`config.mk`:
```
export PLATFORM = sky130hd
export DESIGN_NAME = htok_step
export DESIGN_NICKNAME = d
export VERILOG_FILES = /design/src/hdl/htok_pkg.sv /design/src/hdl/htok_step.sv
export SDC_FILE = /design/constraint.sdc
export NUM_CORES = 1
export LEC_CHECK = 0
export BUFFER_PORTS_ARGS = -buffer_cell sky130_fd_sc_hd__buf_4
export CAP_MARGIN = 20
export CORE_ASPECT_RATIO = 0.7
export CORE_MARGIN = 2
export CORE_UTILIZATION = 50
export DETAILED_ROUTE_END_ITERATION = 8
export GPL_TIMING_DRIVEN = 0
export PLACE_DENSITY_LB_ADDON = 0.3
export SLEW_MARGIN = 20
export SYNTH_ARGS = -nofsm -noshare
export SYNTH_HDL_FRONTEND = slang
export SYNTH_SLANG_ARGS = --single-unit
export TNS_END_PERCENT = 30
```
`constraint.sdc`:
```
create_clock -name vclk -period 2
set_clock_uncertainty 0.2 [all_clocks]
set_input_delay 0 -clock vclk [all_inputs]
set_output_delay 0 -clock vclk [all_outputs]
set_load 0.03 [all_outputs]
```
`src/hdl/htok_pkg.sv`:
```
// ----------------------------------------------------------------------------
// Tokenizer package
// Widths, character codes, parse phases, token kinds and result types.
// ----------------------------------------------------------------------------
package htok_pkg;

  localparam int unsigned ByteW   = 8;
  localparam int unsigned KindW   = 3;
  localparam int unsigned StatusW = 2;
  localparam int unsigned PhaseW  = 4;
  localparam int unsigned NumW    = 2;

  localparam logic [ByteW-1:0] CharNul   = 8'h00;
  localparam logic [ByteW-1:0] CharSp    = 8'h20;
  localparam logic [ByteW-1:0] CharColon = 8'h3A;
  localparam logic [ByteW-1:0] CharCr    = 8'h0D;
  localparam logic [ByteW-1:0] CharLf    = 8'h0A;

  localparam logic [PhaseW-1:0] PhMethod  = 4'd0;
  localparam logic [PhaseW-1:0] PhUrl     = 4'd1;
  localparam logic [PhaseW-1:0] PhVersion = 4'd2;
  localparam logic [PhaseW-1:0] PhLine    = 4'd3;
  localparam logic [PhaseW-1:0] PhKey     = 4'd4;
  localparam logic [PhaseW-1:0] PhSkip    = 4'd5;
  localparam logic [PhaseW-1:0] PhValue   = 4'd6;
  localparam logic [PhaseW-1:0] PhDone    = 4'd7;
  localparam logic [PhaseW-1:0] PhError   = 4'd8;

  localparam logic [KindW-1:0] KindNone    = 3'd0;
  localparam logic [KindW-1:0] KindMethod  = 3'd1;
  localparam logic [KindW-1:0] KindUrl     = 3'd2;
  localparam logic [KindW-1:0] KindVersion = 3'd3;
  localparam logic [KindW-1:0] KindKey     = 3'd4;
  localparam logic [KindW-1:0] KindValue   = 3'd5;

  localparam logic [StatusW-1:0] StatRunning  = 2'd0;
  localparam logic [StatusW-1:0] StatComplete = 2'd1;
  localparam logic [StatusW-1:0] StatError    = 2'd2;

  localparam logic [NumW-1:0] NumZero = 2'd0;
  localparam logic [NumW-1:0] NumOne  = 2'd1;
  localparam logic [NumW-1:0] NumTwo  = 2'd2;

  typedef struct packed {
    logic [KindW-1:0]   kind;
    logic [ByteW-1:0]   tbyte;
    logic               cvalid;
    logic               done;
    logic [StatusW-1:0] status;
    logic               last;
  } htok_res_t;

  typedef struct packed {
    logic [NumW-1:0]   num;
    htok_res_t         res0;
    htok_res_t         res1;
    logic [PhaseW-1:0] phase;
    logic              cr;
  } htok_step_t;

  function automatic logic [KindW-1:0] phase_kind(input logic [PhaseW-1:0] ph);
    logic [KindW-1:0] k;
    case (ph)
      PhMethod:        k = KindMethod;
      PhUrl:           k = KindUrl;
      PhVersion:       k = KindVersion;
      PhKey:           k = KindKey;
      PhSkip, PhValue: k = KindValue;
      default:         k = KindNone;
    endcase
    return k;
  endfunction

  function automatic htok_res_t mk_res(input logic [KindW-1:0] kind,
                                       input logic [ByteW-1:0] b,
                                       input logic cvalid,
                                       input logic done,
                                       input logic [StatusW-1:0] status);
    htok_res_t r;
    r.kind   = kind;
    r.tbyte  = cvalid ? b : CharNul;
    r.cvalid = cvalid;
    r.done   = done;
    r.status = status;
    r.last   = 1'b0;
    return r;
  endfunction

endpackage

```
`src/hdl/htok_step.sv`:
```
// ----------------------------------------------------------------------------
// Tokenizer step logic
// Labels one byte from the current parse phase and gives up to two results.
// ----------------------------------------------------------------------------
module htok_step import htok_pkg::*; (
  input  logic [PhaseW-1:0] phase_i,
  input  logic              cr_i,
  input  logic [ByteW-1:0]  data_byte_i,
  input  logic              message_start_i,
  output htok_step_t        step_o
);

  function automatic htok_step_t crlf_token(input logic [KindW-1:0] kind,
                                            input logic [ByteW-1:0] b,
                                            input logic cr,
                                            input logic [PhaseW-1:0] ph);
    htok_step_t s;
    s.num   = NumZero;
    s.res0  = '0;
    s.res1  = '0;
    s.phase = ph;
    s.cr    = cr;
    if (cr) begin
      if (b == CharLf) begin
        s.cr    = 1'b0;
        s.phase = PhLine;
        s.num   = NumOne;
        s.res0  = mk_res(kind, CharNul, 1'b0, 1'b1, StatRunning);
      end else begin
        s.res0 = mk_res(kind, CharCr, 1'b1, 1'b0, StatRunning);
        if (b == CharCr) begin
          s.num = NumOne;
        end else begin
          s.cr   = 1'b0;
          s.num  = NumTwo;
          s.res1 = mk_res(kind, b, 1'b1, 1'b0, StatRunning);
        end
      end
    end else if (b == CharCr) begin
      s.cr = 1'b1;
    end else begin
      s.num  = NumOne;
      s.res0 = mk_res(kind, b, 1'b1, 1'b0, StatRunning);
    end
    return s;
  endfunction

  logic [PhaseW-1:0] ph;
  logic              cr;
  logic [ByteW-1:0]  b;
  htok_step_t        s;
  htok_res_t         key_res;
  logic [PhaseW-1:0] key_phase;

  assign b         = data_byte_i;
  assign key_res   = (b == CharColon) ? mk_res(KindKey, CharNul, 1'b0, 1'b1, StatRunning)
                                      : mk_res(KindKey, b, 1'b1, 1'b0, StatRunning);
  assign key_phase = (b == CharColon) ? PhSkip : PhKey;

  always_comb begin
    ph      = message_start_i ? PhMethod : phase_i;
    cr      = message_start_i ? 1'b0 : cr_i;
    s.num   = NumZero;
    s.res0  = '0;
    s.res1  = '0;
    s.phase = ph;
    s.cr    = cr;
    if (ph >= PhDone) begin
      s.num = NumZero;
    end else if (b == CharNul) begin
      s.phase = PhError;
      s.cr    = 1'b0;
      s.num   = NumOne;
      s.res0  = mk_res(phase_kind(ph), CharNul, 1'b0, 1'b0, StatError);
    end else begin
      unique case (ph)
        PhMethod, PhUrl: begin
          s.num = NumOne;
          if (b == CharSp) begin
            s.phase = ph + PhaseW'(1);
            s.res0  = mk_res(phase_kind(ph), CharNul, 1'b0, 1'b1, StatRunning);
          end else begin
            s.res0 = mk_res(phase_kind(ph), b, 1'b1, 1'b0, StatRunning);
          end
        end
        PhVersion: begin
          s = crlf_token(KindVersion, b, cr, ph);
        end
        PhLine: begin
          if (cr) begin
            s.cr = 1'b0;
            if (b == CharLf) begin
              s.phase = PhDone;
              s.num   = NumOne;
              s.res0  = mk_res(KindNone, CharNul, 1'b0, 1'b0, StatComplete);
            end else begin
              s.phase = key_phase;
              s.num   = NumTwo;
              s.res0  = mk_res(KindKey, CharCr, 1'b1, 1'b0, StatRunning);
              s.res1  = key_res;
            end
          end else if (b == CharCr) begin
            s.cr = 1'b1;
          end else begin
            s.phase = key_phase;
            s.num   = NumOne;
            s.res0  = key_res;
          end
        end
        PhKey: begin
          s.phase = key_phase;
          s.num   = NumOne;
          s.res0  = key_res;
        end
        PhSkip: begin
          if (b != CharSp) begin
            s = crlf_token(KindValue, b, cr, PhValue);
          end
        end
        PhValue: begin
          s = crlf_token(KindValue, b, cr, ph);
        end
        default: begin
          s.phase = PhError;
          s.cr    = 1'b0;
        end
      endcase
    end
    if (s.num == NumOne) begin
      s.res0.last = 1'b1;
    end
    if (s.num == NumTwo) begin
      s.res1.last = 1'b1;
    end
    step_o = s;
  end

endmodule

```
==> results by group <==
Worst setup path
  – Max stage delay on crit path: 0.64 ns
  – CP endpoint kind: output port
  – Crit path DAT: 1.85 ns
  – Crit path cell chain: buf_4 -> buf_2 -> nor3_1 -> a211oi_1 -> o21ai_0 -> and3_1 -> buf_4
  – Crit-path max FO: 10
  – CP Launch Type: input pin
  – Crit-path slowest cell: a211oi_1
  – Top cell by count, worst path: buf_4
  – Crit path from: phase_i[3]
  – Setup Crit Path Kind: input pin to output port
  – CP Data Required Time: 1.80 ns

Logic synthesis
  – Synth warnings: 0
  – Simple-gate area share of the yosys netlist: 49.7%
  – Synth area leaders: a21oi_1, nand2_1, nor2_1
  – Cell area after synthesis: 0.00112 mm²
  – Largest family of logic cells by synthesized area: simple AND/OR/NAND/NOR gates
  – Post-Synth XOR/XNOR Area: 0.780%
  – Adder-cell area share of the yosys netlist: 0%
  – Post-synthesis compound-gate area fraction: 40.9%
  – Synth top area share: 5.80%
  – Yosys cell types: 60
  – Synthesized instance count: 173
  – Cell taking the most area after synthesis: a21oi_1
  – Synthesized area per cell: 6.49 µm²
  – Proportion of synthesized area in mux cells: 0%
  – Sequential cell area fraction in the yosys report: 0%

Timing
  – Setup violators final: 3
  – Final Max Tran Viols: 0
  – Tightest Pin Transition: 0.730 ns
  – Slew Limit Headroom: 51.0%
  – Final hold slack: 0.208 ns
  – Final Hold Fails: 0
  – F_max: 487 MHz
  – Ratio of final minimum period to clock period: 103%
  – RSZ-0062 raised after global routing: true
  – Final worst slack: -0.0518 ns
  – Period minus WS final: 2.05 ns

Floorplanning
  – Core box area: 0.00214 mm²
  – Initial Util: 52.5%
  – Die width: 60.6 µm
  – DIE AREA: 0.00265 mm²
  – Chip height: 43.6 µm
  – I/O pin count: 53
  – Number of core rows: 14

Finish
  – Area occupied by multi-input gates: 0.00105 mm²
  – Area grow syn2layout: 38.1%
  – Register area: 0 µm²
  – Fin util: 72.5%
  – ANT cells: 0
  – Final cell count without fillers: 255
  – CLK BUF: 0
  – Final instance area: 0.00155 mm²
  – Layout cells sized above 1: 36.3%
  – Fill cells: 180
  – Sequential cells: 0
  – Final net count: 239

Pwr
  – Static leakage: 0.000634 µW
  – IR drop worst, VDD: 127 µV
  – PwrDens: 214 mW/mm²
  – Pwr Total: 332 µW
  – Clock power share: 0%
  – Sw Share: 65.1%
  – Gate power share: 100.0%
  – Cell Int Power: 116 µW
  – Sequential cell fraction of total power: 0%
  – NetSw: 216 µW

Global route
  – Vias in the first global route: 1468
  – Total gr overflow: 0
  – Total track usage: 33.8%
  – First-pass GRT wire length: 6930 µm
  – Pin count of the biggest net entering global routing: 11
  – Antenna violations before repair: 0

Outcome
  – Failing checks: negative setup slack
  – Status: finished with violations

Worst hold path
  – Worst hold path class: input pin to output port
  – Cell count of the worst hold path: 3
  – Min-delay src: data_byte_i[0]
  – Hold Path End: step_o[10]

Placed design
  – Routability cong.: 0.989
  – Placed Area: 0.00150 mm²
  – Placed cell count: 251
  – Port Buffers: 45
  – Detail Placement HPWL: 3470 µm

Drt
  – Metal3 WL: 783 µm
  – Drt first-iter violations: 276
  – Met2 wire length: 1940 µm
  – DRT Wirelength: 4730 µm
  – Vias per std cell: 6.97
  – DRC viols: 0
  – Max Used Layer: met4
  – Drt pass-1 iters: 5
  – WL met1: 1780 µm
  – Vias: 1778
  – Routed len/inst: 18.5 µm
  – Final ANT Viol Nets: 0

Run
  – Max Cap Violations: 0

Clocking
  – CTS Hold Buffers Added: 0
[cell type report]
| type | instances | share of cell area [%] |
|---|---|---|
| buffer | 15 | 5.49 |
| inverter | 2 | 0.484 |
| multi-input combinational | 157 | 67.7 |
| tap | 32 | 2.58 |
| timing repair buffer | 49 | 23.7 |
[power by group through the flow]
| stage | Clock, µW | Sequential [µW] | Combinational [µW] |
|---|---|---|---|
| floorplan | 0 | 0 | 209 |
| global placement | 0 | 0 | 308 |
| CTS | 0 | 0 | 314 |
| detailed placement | 0 | 0 | 313 |
| global route | 0 | 0 | 347 |
| finish | 0 | 0 | 332 |
[metal layers]
layer | up-vias | track usage (%)
li1 | 771 | -
met1 | 785 | 50.4
met2 | 180 | 48.4
met3 | 42 | 7.76
met4 | 0 | 9.13
met5 | - | 0
[per-stage QoR]
stage          setup slack (ns)  setup TNS (ns)
2_1_floorplan            0.0613               0
3_3_place_gp             0.0207               0
3_5_place_dp            0.00987               0
4_1_cts                 0.00937               0
5_1_grt                 -0.0884          -0.255
6_report                -0.0518          -0.109
[worst max-delay path by stage]
| stage | endpoint | slack [ns] |
|---|---|---|
| after floorplan | step_o[13] | 0.06 |
| after global placement | step_o[30] | 0.02 |
| after detailed placement | step_o[30] | 0.01 |
| after CTS | step_o[30] | 0.009 |
| after global routing | step_o[32] | -0.09 |
| final | step_o[32] | -0.05 |
[cell families after synthesis]
kind of cell / Yosys count
xor+xnor: 1
other cells: 1
buf+inv: 17
simple gates: 90
compound gates: 64
[synthesized netlist by cell type (all sizes together) (5+ instances only)]
library cell,count
buf,10
nand2,18
nor4,7
clkbuf,5
o21ai,14
nor2,16
a21oi,15
and3,7
nor3,7
and2,7
nand3,5
[timing repair]
action / in CTS / in global routing
setup endpoints to repair: 0 / 11
resized for setup: 0 / 2
hold endpoints to repair: 0 / 0
buffers inserted: 0 / 4
[worst max-delay path: cells and delay by family]
kind | cells | cell delay, ns
AOI/OAI and AO/OA | 2 | 0.97
buffers and inverters | 3 | 0.49
and+or+nand+nor | 2 | 0.39
[placed cells by master (no fill, tap or decap), drive strengths merged, types with 2 or more instances in the layout]
cell	n
and2	7
nand3	5
a21bo	2
o31ai	2
a31o	4
a41oi	2
a211o	3
conb	2
nor3b	3
a21o	2
o32ai	2
nor2	16
o21a	2
buf	59
inv	2
or3	3
a31oi	4
o211ai	2
nor2b	4
a21oi	15
nand3b	3
clkbuf	5
o21ai	14
a211oi	2
nor3	7
nand2b	2
nand2	18
and3	7
nor4	7
Power figures use the tool's default switching activity.
